`config.mk`:
```
export PLATFORM = sky130hd
export DESIGN_NAME = top_k_nearest_selector_unit
export DESIGN_NICKNAME = d
export VERILOG_FILES = /design/src/hw/rtl/tkns_pkg.sv /design/src/hw/rtl/tkns_sort_cell.sv /design/src/hw/rtl/tkns_out_chain.sv /design/src/hw/rtl/top_k_nearest_selector_unit.sv
export VERILOG_INCLUDE_DIRS = /design/src /design/src/hw/rtl
export SDC_FILE = /design/constraint.sdc
export NUM_CORES = 2
export LEC_CHECK = 0
export BUFFER_PORTS_ARGS = -buffer_cell sky130_fd_sc_hd__clkbuf_2
export CORE_MARGIN = 2
export CORE_UTILIZATION = 61
export CTS_CLUSTER_DIAMETER = 40
export DETAILED_ROUTE_END_ITERATION = 10
export PLACE_DENSITY = 0.78
export SLEW_MARGIN = 20
export SYNTH_ARGS = -nofsm -noshare
export SYNTH_HDL_FRONTEND = slang
export SYNTH_HIERARCHICAL = 1
export SYNTH_SLANG_ARGS = --single-unit
export TNS_END_PERCENT = 50
```
`constraint.sdc`:
```
create_clock -name clk -period 47 [get_ports clk]
set_input_delay 9.4 -clock clk [delete_from_list [all_inputs] [get_ports clk]]
set_output_delay 9.4 -clock clk [all_outputs]
set_load 0.01 [all_outputs]
```
`src/hw/rtl/assert_macros.svh`:
```
// Assertion macros shared by the selector RTL; they compile away under synthesis.
`ifndef ASSERT_MACROS_SVH
`define ASSERT_MACROS_SVH

`ifndef SYNTHESIS
`define TKNS_ASSERT_IMPL(lbl, clk, rstn, ante, cons) \
	lbl: assert property (@(posedge clk) disable iff (!rstn) (ante) |-> (cons)) \
		else $error("assertion failed: same-cycle implication");
`define TKNS_ASSERT_NEXT(lbl, clk, rstn, ante, cons) \
	lbl: assert property (@(posedge clk) disable iff (!rstn) (ante) |=> (cons)) \
		else $error("assertion failed: next-cycle implication");
`else
`define TKNS_ASSERT_IMPL(lbl, clk, rstn, ante, cons)
`define TKNS_ASSERT_NEXT(lbl, clk, rstn, ante, cons)
`endif

`endif

```
`src/hw/rtl/tkns_pkg.sv`:
```
// Shared types, constants and helpers of the k-nearest selector.
`timescale 1ns / 1ps
`default_nettype none

package tkns_pkg;

	localparam int K_MAX_DEF = 16;
	localparam int IDX_W     = 16;
	localparam int DIST_W    = 32;
	localparam int K_SEL_W   = 5;
	localparam int ADDR_W    = 4;
	localparam int DATA_W    = 32;

	// Register byte addresses and word indexes.
	localparam logic [ADDR_W-1:0] ADDR_K_SELECT = 4'h0;
	localparam logic [ADDR_W-1:0] ADDR_SKIP     = 4'h4;
	localparam logic [ADDR_W-1:0] ADDR_REL      = 4'h8;
	localparam logic [1:0] REG_K_SELECT = 2'd0;
	localparam logic [1:0] REG_SKIP     = 2'd1;
	localparam logic [1:0] REG_REL      = 2'd2;

	typedef struct packed {
		logic signed [DIST_W-1:0] cand_distance;
		logic [IDX_W-1:0]         cand_index;
		logic [IDX_W-1:0]         query_id;
		logic                     scan_end;
	} in_word_t;

	typedef struct packed {
		logic [3:0]               rank_pos;
		logic [IDX_W:0]           neighbor_id;
		logic signed [DIST_W-1:0] neighbor_dist;
		logic                     final_flag;
		logic                     status;
	} out_word_t;

	// One kept neighbor.
	typedef struct packed {
		logic signed [DIST_W-1:0] distance;
		logic [IDX_W-1:0]         idx;
	} entry_t;

	// Snapshot control from the sorting chain to the output chain.
	typedef struct packed {
		logic load;
		logic err;
	} snap_ctl_t;

	// Smaller distance wins; on equal distance the lower index wins.
	function automatic logic better(input entry_t a, input entry_t b);
		logic res;
		if (a.distance != b.distance) begin
			res = (a.distance < b.distance);
		end else begin
			res = (a.idx < b.idx);
		end
		return res;
	endfunction

endpackage

`default_nettype wire

```
`src/hw/rtl/tkns_sort_cell.sv`:
```
// One cell of the sorted insertion chain: holds a single kept neighbor.
`timescale 1ns / 1ps
`default_nettype none

module tkns_sort_cell
	import tkns_pkg::*;
(
	input  wire logic   clk,
	input  wire logic   ins_en,
	input  wire logic   live,
	input  wire entry_t cand,
	input  wire logic   prev_gt,
	input  wire entry_t prev_ent,
	output logic        gt,
	output entry_t      ent_q,
	output entry_t      ent_snap
);

	entry_t ent_nxt;

	// The candidate beats this entry, or this slot is empty.
	assign gt = live ? better(cand, ent_q) : 1'b1;

	// Keep, take the left neighbor's entry, or take the candidate.
	always_comb begin
		if (!gt) begin
			ent_nxt = ent_q;
		end else if (prev_gt) begin
			ent_nxt = prev_ent;
		end else begin
			ent_nxt = cand;
		end
	end

	assign ent_snap = ins_en ? ent_nxt : ent_q;

	always_ff @(posedge clk) begin
		ent_q <= ent_snap;
	end

endmodule

`default_nettype wire

```
`src/hw/rtl/tkns_out_chain.sv`:
```
// Output chain: a snapshot of the sorted list that shifts out one word per handshake.
`timescale 1ns / 1ps
`default_nettype none
`include "assert_macros.svh"

module tkns_out_chain
	import tkns_pkg::*;
#(
	parameter int K_MAX = K_MAX_DEF
) (
	input  wire logic                         clk,
	input  wire logic                         arst_n,
	input  wire snap_ctl_t                    ctl,
	input  wire logic [$clog2(K_MAX+1)-1:0]   load_cnt,
	input  wire entry_t                       load_ent [K_MAX],
	input  wire logic                         rel_mode,
	output logic                              out_valid,
	input  wire logic                         out_ready,
	output out_word_t                         out_data,
	output logic                              busy
);

	localparam int CW = $clog2(K_MAX + 1);
	localparam int RW = (K_MAX > 1) ? $clog2(K_MAX) : 1;

	entry_t                  cell_q [K_MAX];
	logic signed [DIST_W-1:0] base_q;
	logic [CW-1:0]           count_q;
	logic [RW-1:0]           rank_q;
	logic                    err_q;
	logic                    take;
	logic signed [DIST_W:0]  diff;
	logic [31:0]             rank_ext;

	// The chain can take a new snapshot in the cycle its last word leaves.
	assign out_valid = (count_q != '0);
	assign take      = out_valid && out_ready;
	assign busy      = out_valid && !(take && (count_q == CW'(1)));

	// Word counter, rank counter and error flag.
	always_ff @(posedge clk or negedge arst_n) begin
		if (!arst_n) begin
			count_q <= '0;
			rank_q  <= '0;
			err_q   <= 1'b0;
		end else if (ctl.load) begin
			count_q <= ctl.err ? CW'(1) : load_cnt;
			rank_q  <= '0;
			err_q   <= ctl.err;
		end else if (take) begin
			count_q <= count_q - CW'(1);
			rank_q  <= rank_q + RW'(1);
		end
	end

	// Cells load in parallel and shift toward the head.
	always_ff @(posedge clk) begin
		if (ctl.load) begin
			base_q <= load_ent[0].distance;
			for (int i = 0; i < K_MAX; i++) begin
				cell_q[i] <= load_ent[i];
			end
		end else if (take) begin
			for (int i = 0; i < K_MAX - 1; i++) begin
				cell_q[i] <= cell_q[i+1];
			end
		end
	end

	// Relative distance with a floor of zero and saturation at the top.
	assign diff     = {cell_q[0].distance[DIST_W-1], cell_q[0].distance}
		- {base_q[DIST_W-1], base_q};
	assign rank_ext = 32'(rank_q);

	always_comb begin
		out_data            = '0;
		out_data.final_flag = (count_q == CW'(1));
		out_data.status     = err_q;
		if (!err_q) begin
			out_data.rank_pos    = rank_ext[3:0];
			out_data.neighbor_id = {1'b0, cell_q[0].idx} + (IDX_W+1)'(1);
			if (!rel_mode) begin
				out_data.neighbor_dist = cell_q[0].distance;
			end else if (diff[DIST_W]) begin
				out_data.neighbor_dist = '0;
			end else if (diff[DIST_W-1]) begin
				out_data.neighbor_dist = {1'b0, {(DIST_W-1){1'b1}}};
			end else begin
				out_data.neighbor_dist = diff[DIST_W-1:0];
			end
		end
	end

	`TKNS_ASSERT_IMPL(a_err_is_final, clk, arst_n, out_valid && out_data.status, out_data.final_flag)
	`TKNS_ASSERT_IMPL(a_load_when_idle, clk, arst_n, ctl.load, !busy)

endmodule

`default_nettype wire

```
`src/hw/rtl/top_k_nearest_selector_unit.sv`:
```
// Top level of the streaming k-nearest selector: register port, sorting chain, output chain.
//
// Usage: candidates arrive on in_valid/in_ready/in_data, one word per cycle while
// in_ready is high. Each word is compared against every kept entry at once in
// a row of sort cells and inserted at the edge that takes it.
// When a word with scan_end is taken, the sorted list (including that word if it
// is kept) is copied into the output chain in the same edge and the kept list is
// cleared; the next scan may start in the following cycle.
// Results leave on out_valid/out_ready/out_data: the first one is valid in the
// cycle after the scan_end word is taken, then one word per cycle while
// out_ready is high: k words, or a single status word if fewer than k
// candidates were kept. A scan_end word is held off (in_ready low) while the
// output chain still holds words of the previous scan, unless its last word
// leaves in the same cycle; other words keep flowing, so a stalled receiver
// only blocks the end of the next scan.
// Registers are written through the APB-style port; the user must write them only while
// idle, which the block does not enforce. Reset clears the kept-list fill count, the output
// chain, skip_self and relative_mode and sets k_select to one; no clearing pass is needed.
`timescale 1ns / 1ps
`default_nettype none
`include "assert_macros.svh"

module top_k_nearest_selector_unit
	import tkns_pkg::*;
#(
	parameter int K_MAX = K_MAX_DEF
) (
	input  wire logic              clk,
	input  wire logic              arst_n,
	input  wire logic              psel,
	input  wire logic              penable,
	input  wire logic              pwrite,
	input  wire logic [ADDR_W-1:0] paddr,
	input  wire logic [DATA_W-1:0] pwdata,
	output logic [DATA_W-1:0]      prdata,
	output logic                   pready,
	input  wire logic              in_valid,
	output logic                   in_ready,
	input  wire in_word_t          in_data,
	output logic                   out_valid,
	input  wire logic              out_ready,
	output out_word_t              out_data
);

	localparam int CW = $clog2(K_MAX + 1);

	logic [K_SEL_W-1:0] k_q;
	logic               skip_q;
	logic               rel_q;
	logic [CW-1:0]      fill_q;
	logic [CW-1:0]      k_eff;
	logic [CW-1:0]      n_w;
	logic [CW-1:0]      n_after;
	logic [K_MAX-1:0]   gt_w;
	logic [K_MAX-1:0]   live_w;
	entry_t             ent_q_w   [K_MAX];
	entry_t             ent_snap_w[K_MAX];
	entry_t             cand;
	logic               acc;
	logic               self_hit;
	logic               do_ins;
	logic               has_room;
	logic               drain_busy;
	snap_ctl_t          ctl;

	// Register port: writes decode the word index, reads need the exact address.
	assign pready = 1'b1;

	always_ff @(posedge clk or negedge arst_n) begin
		if (!arst_n) begin
			k_q    <= K_SEL_W'(1);
			skip_q <= 1'b0;
			rel_q  <= 1'b0;
		end else if (psel && penable && pwrite && pready) begin
			case (paddr[3:2])
				REG_K_SELECT: k_q    <= pwdata[K_SEL_W-1:0];
				REG_SKIP:     skip_q <= pwdata[0];
				REG_REL:      rel_q  <= pwdata[0];
				default: ;
			endcase
		end
	end

	always_comb begin
		case (paddr)
			ADDR_K_SELECT: prdata = DATA_W'(k_q);
			ADDR_SKIP:     prdata = DATA_W'(skip_q);
			ADDR_REL:      prdata = DATA_W'(rel_q);
			default:       prdata = '0;
		endcase
	end

	// Effective k, clamped to one through K_MAX.
	always_comb begin
		if (k_q == '0) begin
			k_eff = CW'(1);
		end else if (int'(k_q) > K_MAX) begin
			k_eff = CW'(K_MAX);
		end else begin
			k_eff = CW'(k_q);
		end
	end

	// Entries past the current k are treated as dropped.
	assign n_w = (fill_q > k_eff) ? k_eff : fill_q;

	always_comb begin
		for (int i = 0; i < K_MAX; i++) begin
			live_w[i] = (i < int'(n_w));
		end
	end

	assign cand.distance = in_data.cand_distance;
	assign cand.idx      = in_data.cand_index;

	// Handshake and insertion decision.
	assign in_ready = !(in_data.scan_end && drain_busy);
	assign acc      = in_valid && in_ready;
	assign self_hit = skip_q && (in_data.cand_index == in_data.query_id);
	assign has_room = (n_w < k_eff);
	assign do_ins   = acc && !self_hit && (has_room || (|(gt_w & live_w)));
	assign n_after  = (do_ins && has_room) ? n_w + CW'(1) : n_w;

	// A candidate that is not skipped also cuts the list to the current k.
	always_ff @(posedge clk or negedge arst_n) begin
		if (!arst_n) begin
			fill_q <= '0;
		end else if (acc && in_data.scan_end) begin
			fill_q <= '0;
		end else if (acc && !self_hit) begin
			fill_q <= n_after;
		end
	end

	// Sorting chain: each cell compares the candidate with its own entry and uses its left neighbor's result.
	for (genvar g = 0; g < K_MAX; g++) begin : g_cell
		tkns_sort_cell u_cell (
			.clk      (clk),
			.ins_en   (do_ins),
			.live     (live_w[g]),
			.cand     (cand),
			.prev_gt  ((g == 0) ? 1'b0 : gt_w[(g == 0) ? 0 : g-1]),
			.prev_ent (ent_q_w[(g == 0) ? 0 : g-1]),
			.gt       (gt_w[g]),
			.ent_q    (ent_q_w[g]),
			.ent_snap (ent_snap_w[g])
		);
	end

	// Snapshot of the list at scan end.
	assign ctl.load = acc && in_data.scan_end;
	assign ctl.err  = (n_after < k_eff);

	tkns_out_chain #(
		.K_MAX (K_MAX)
	) u_out (
		.clk       (clk),
		.arst_n    (arst_n),
		.ctl       (ctl),
		.load_cnt  (k_eff),
		.load_ent  (ent_snap_w),
		.rel_mode  (rel_q),
		.out_valid (out_valid),
		.out_ready (out_ready),
		.out_data  (out_data),
		.busy      (drain_busy)
	);

	`TKNS_ASSERT_IMPL(a_fill_bound, clk, arst_n, 1'b1, int'(fill_q) <= K_MAX)
	`TKNS_ASSERT_NEXT(a_end_clears, clk, arst_n, acc && in_data.scan_end, fill_q == '0)
	`TKNS_ASSERT_NEXT(a_fill_step, clk, arst_n, acc && !in_data.scan_end, int'(fill_q) <= int'($past(fill_q)) + 1)

endmodule

`default_nettype wire

```
Yosys cells after proc, flatten, opt, wreduce, memory -nomap -nowiden
Memories as Yosys holds them, arrays and structs flattened.
Index checks and enable logic that the tools add are counted.

word-level totals
  flip-flop bits (word level) = 822
  RAM bits = 768
  input port bits = 108
  output and inout port bits = 90
  logic and storage cells = 277
  memories kept = 1

memory list
  name          depth  bits a word  read ports  clocked after memory_dff  write ports  line                  RTL
  u_out.cell_q  16     48           16          0                         16           tkns_out_chain.sv:26  entry_t cell_q [K_MAX];

operators by class
  $add $sub $neg = 5
  $lt $le $gt $ge = 52
  eq/ne operators = 22
  mux-type cells = 115
  bitwise logic cells = 16
  reductions and logical operators = 26

operators with widths
  kind                                                                 number
  48-bit 2-to-1 mux                                                    62
  32-bit < comparator                                                  16
  32-bit inequality test                                               16
  16-bit < comparator                                                  16
  32-bit 2-to-1 mux                                                    2
  53-bit 2-to-1 mux                                                    1
  5-bit 2-to-1 mux                                                     9
  4-bit by 5-bit < comparator with 1-bit output, first input constant  8
  1-bit 2-to-1 mux                                                     37
  32-bit by 32-bit subtractor with 33-bit output                       1
  31-bit 2-to-1 mux                                                    1
  3-bit by 5-bit < comparator with 1-bit output, first input constant  4
  16-bit by 1-bit adder with 17-bit output, second input constant      1
  16-bit bitwise AND                                                   1
  16-bit == test                                                       1
  16-bit OR reduction                                                  1
  1-bit OR                                                             15
  5-bit case mux with 3 select lines                                   1
  1-bit logical AND                                                    12
  1-bit by 5-bit < comparator with 1-bit output, first input constant  2
  2-bit by 5-bit < comparator with 1-bit output, first input constant  2
  5-bit < comparator                                                   2
  4-bit 2-to-1 mux                                                     2
  2-bit AND reduction                                                  3
  other kinds (17)                                                     20

Longest topological paths before layout
  depth in word-level cells = 16
  mapped depth = 28

Cells and area by module
Netlist, hierarchy kept.

modules (own cells, without submodules)
  module                                  instances  cells each  area each (um^2)  seq. area each (um^2)
  tkns_sort_cell at g_cell[0].u_cell ...  12         327         3214.3            960.9
  tkns_out_chain                          1          2095        35649.2           24273.3
  tkns_sort_cell at g_cell[6].u_cell ...  4          561         4551.9            960.9
  top_k_nearest_selector_unit             1          258         2092.0            301.5

Worst setup path before layout
Ideal clock, no wire load.

  kind = input-to-reg
  start = in out_ready
  end = mem u_out/cell_q[0][0] (netlist bit), enable pin
  setup time = 1.222 ns
  arrival time = 31.219 ns
  data required time = 45.778 ns
  setup slack = 14.559 ns
  stages on the path = 6
  path through = a21boi_0 -> nor2_1 -> clkbuf_1 -> clkbuf_1 -> clkbuf_1 -> nand2b_1

RTL lines
  element             line                               RTL
  start: declaration  top_k_nearest_selector_unit.sv:41  input wire logic out_ready,
  end: declaration    tkns_out_chain.sv:26

Final worst setup path
  start = in paddr[3]
  end = out prdata[4]

between the ends
  word-level cells in the longest chain between the ends = 2

RTL lines
  element                                      line                               RTL
  start: declaration                           top_k_nearest_selector_unit.sv:33  input wire logic [ADDR_W-1:0] paddr,
  4-bit == test, or another cell as far along  top_k_nearest_selector_unit.sv:85  case (paddr)
  5-bit case mux with 3 select lines *         top_k_nearest_selector_unit.sv:85
  end: declaration                             top_k_nearest_selector_unit.sv:35  output logic [DATA_W-1:0] prdata,

Mark *: on every way between the ends. The rest lies on a longest branch, timed or not.

==> metrics.cfg <==
[placement]
globalplace.congestion=0.9255
placed_area_sq_um=96770
hpwlAfterDp_mm=154.8
portBuffers=142

[clock_network]
clk_pin_slew_worst_paths_ns=0.06
cts_resized=0
cts.hold.buffers_added=0
cts_setup_buffers=0
cts_sinks=1590
cts_buffer_depth=3
htreeDepth=4
tritoncts_buffer_count=225
worstSkewPairLatency_ns=0.84
root_cell_of_the_clock_tree=sky130_fd_sc_hd__clkbuf_16
tritoncts=built

[timing]
tightest_slew_ns=1.180
unrepaired_setup_endpoints_after_global_routing=no
maxSlewHeadroom=0.2135
period_needed_ns=19.61
whs_ns=0.4878
setup_viol_count_final=0
hold_viol=0
final_min_period_over_clock_period=0.4173
total_negative_slack_for_setup_checks_ns=0
max_freq_mhz=50.98
final_max_slew_viol_count=0
final.setup_skew_ns=0.03295

[layout]
areaGrowthSynthToFinish_pct=10.92
fill_cells=11180
nets=9494
final_design_instance_area_without_fill_sq_um=104800
final_layout_size_suffix_gt1_frac=0.1741
num_antenna_cells=0

[synthesis]
synth_area_per_cell_sq_um=11.09
synth.ff_latch_count=1590
synth.lib_cells_used.distinct=94
synth-edff-count=800
synth.largest_area_cell=sky130_fd_sc_hd__edfxtp_1
asyncSetResetFlopFracSynth=0.01384
post_synth_instance_area_sq_um=94520
postSynthCellCount=8521
synth_top_flop_cell=sky130_fd_sc_hd__edfxtp_1
share_of_the_synthesized_area_in_the_top_cell_type=0.2542
ys_warn_count=6
post_synth_main_area_contributors=sky130_fd_sc_hd__edfxtp_1 25%, sky130_fd_sc_hd__dfxtp_1 16%, sky130_fd_sc_hd__mux2i_1 14%
ys_seq_area_frac=0.4227

[critical_path]
criticalPathCategory=primary input to primary output
timing.critical_path.required_ns=37.60
setup.worst_path.end_class=primary output
critPathMaxFanout=6
timing.critical_path.arrival_ns=10.21
worst_setup_path_start_kind=primary input

[detailed_routing]
wl_cell_um=20.70
drt_first_pass_iters=6
post-route-drc-count=0
via_count=65660
route.final.wire_length_mm=224.2
avgViaCountPerCell=6.063
drtIter0Drc=4680
final_antenna_net_count=0

[flow_run]
maxCapViolations=0

[grt]
antenna_found_initial=1
grt_pass1_wl_mm=363.9
pin_count_of_the_biggest_net_entering_global_routing=201
global_route.usage.total=0.2801
grt_overflow_total=0
grt_pass1_vias=68580

[floorplanning]
core.rowCount=144
die_y_um=397.6
start_util=0.6136
chipWidth_um=397.6
core-area_sq_um=154000
io_pins=198
die_area_sq_um=158100

[pwr]
power.density_nw_per_um2=86.69
leakagePower_nw=46.83
total_power_w=0.009089
vdd_drop_max_v=0.00008943

[min_path]
hold_class=flop to flop

[run_status]
run_status=complete, no violations

## through the flow
step	setup WS [ns]	utilization	instances
global route	27.24	0.6806	10830
detailed placement	27.39	0.6282	10400
finish	27.39	0.6806	10830
CTS	27.39	0.6805	10830
floorplan	14.56	-	8548
global placement	27.40	0.6282	10400
## Yosys cell counts (22+ instances only)
cell type,n
sky130_fd_sc_hd__xnor2_1,34
sky130_fd_sc_hd__mux2_2,770
sky130_fd_sc_hd__nand3_1,452
sky130_fd_sc_hd__dfxtp_1,768
sky130_fd_sc_hd__nor4_1,33
sky130_fd_sc_hd__a2bb2oi_1,184
sky130_fd_sc_hd__buf_2,86
sky130_fd_sc_hd__nor3_1,39
sky130_fd_sc_hd__a211o_1,22
sky130_fd_sc_hd__nand4_1,135
sky130_fd_sc_hd__nor2b_1,248
sky130_fd_sc_hd__buf_1,29
sky130_fd_sc_hd__a31oi_1,29
sky130_fd_sc_hd__o21ai_1,32
sky130_fd_sc_hd__xor2_1,34
sky130_fd_sc_hd__edfxtp_1,800
sky130_fd_sc_hd__inv_1,843
sky130_fd_sc_hd__a32oi_1,192
sky130_fd_sc_hd__a21oi_1,276
sky130_fd_sc_hd__a21o_1,65
sky130_fd_sc_hd__nand2_1,253
sky130_fd_sc_hd__buf_8,24
sky130_fd_sc_hd__a211oi_1,51
sky130_fd_sc_hd__mux2i_1,1308
sky130_fd_sc_hd__clkbuf_1,229
sky130_fd_sc_hd__nand2b_1,44
sky130_fd_sc_hd__o311ai_0,24
sky130_fd_sc_hd__ha_1,802
sky130_fd_sc_hd__buf_4,62
sky130_fd_sc_hd__nor2_1,199
sky130_fd_sc_hd__o21ai_0,133
sky130_fd_sc_hd__buf_6,25
## routing by layer
layer / up-vias / routed length [um] / track usage / share of wire
met5: - / 23 / 0 / 0.00010
met4: 4 / 7442 / 0.1078 / 0.033
met3: 471 / 12030 / 0.03948 / 0.054
met2: 2155 / 104600 / 0.4650 / 0.47
met1: 31460 / 100100 / 0.3707 / 0.45
li1: 31570 / - / - / -
## flip-flops by register name, summed over array words and instances, names as in the netlist
name,cells
skip_q,1
u_out/base_q,32
g_cell.u_cell/ent_q,768
u_out/err_q,1
rel_q,1
u_out/count_q,5
fill_q,5
u_out/rank_q,4
u_out/cell_q,768
k_q,5
## final timing paths
path | start | endpoint | slack [ns] | cells past startpoint
setup / recovery | paddr[3] | prdata[4] | 27.39 | 4
hold / removal | g_cell[15].u_cell/ent_q[15]$_DFF_P_ | g_cell[15].u_cell/ent_q[15]$_DFF_P_ | 0.49 | 2
setup reg to reg | k_q[4]$_DFFE_PN0P_ | u_out/cell_q[7][0]$_DFFE_PP_ | 38.03 | 23
hold reg to reg | g_cell[15].u_cell/ent_q[15]$_DFF_P_ | g_cell[15].u_cell/ent_q[15]$_DFF_P_ | 0.49 | 2
max in group asynchronous | arst_n | u_out/err_q$_DFFE_PN0P_ | 37.94 | 1
min in group asynchronous | arst_n | fill_q[0]$_DFFE_PN0P_ | 8.59 | 1
## layout make-up
type	instances	area [sq um]	share of cell area
clock buffer	269	6022	0.05744
clock inverter	161	2037	0.01943
inverter	844	3168	0.03022
multi-input combinational	5659	49410	0.4713
sequential	1590	39950	0.3811
tap	2044	2557	0.02439
timing repair buffer	263	1689	0.01611
## logic make-up (layout without fill, tap and decap cells)
| kind of cell | count (synthesis) | count (layout) | share of synthesized area |
|---|---|---|---|
| flops | 1590 | 1590 | 0.4227 |
| compound gates | 1190 | 1190 | 0.09225 |
| mux | 2080 | 2080 | 0.2306 |
| simple gates | 1488 | 1488 | 0.08149 |
| other cells | 2 | 29 | 0.00007945 |
| buf+inv | 1299 | 1537 | 0.06003 |
| fa+ha+maj | 803 | 803 | 0.1064 |
| xor+xnor | 69 | 69 | 0.006473 |
## layout by cell type, fill, tap and decap left out, drive strengths merged, types with 192 or more instances in the layout
| master | synthesis | layout |
|---|---|---|
| mux2i | 1309 | 1309 |
| inv | 844 | 887 |
| ha | 802 | 802 |
| edfxtp | 800 | 800 |
| mux2 | 771 | 771 |
| dfxtp | 768 | 768 |
| nand3 | 453 | 453 |
| clkbuf | 229 | 411 |
| a21oi | 281 | 281 |
| nand2 | 254 | 254 |
| nor2b | 248 | 248 |
| nor2 | 200 | 200 |
| a32oi | 192 | 192 |
## report_power, final
part	switching, W	internal, W	total [W]
logic	0.00260	0.00196	0.00456
clock network	0.000678	0.00112	0.00180
registers	0.000362	0.00237	0.00273
## worst max-delay path: stages
cell and delay (ns):
sky130_fd_sc_hd__clkbuf_2 0.12, sky130_fd_sc_hd__nor4_1 0.38, sky130_fd_sc_hd__and2_1 0.19, sky130_fd_sc_hd__clkbuf_2 0.12
(Power assumes the default switching activity.)
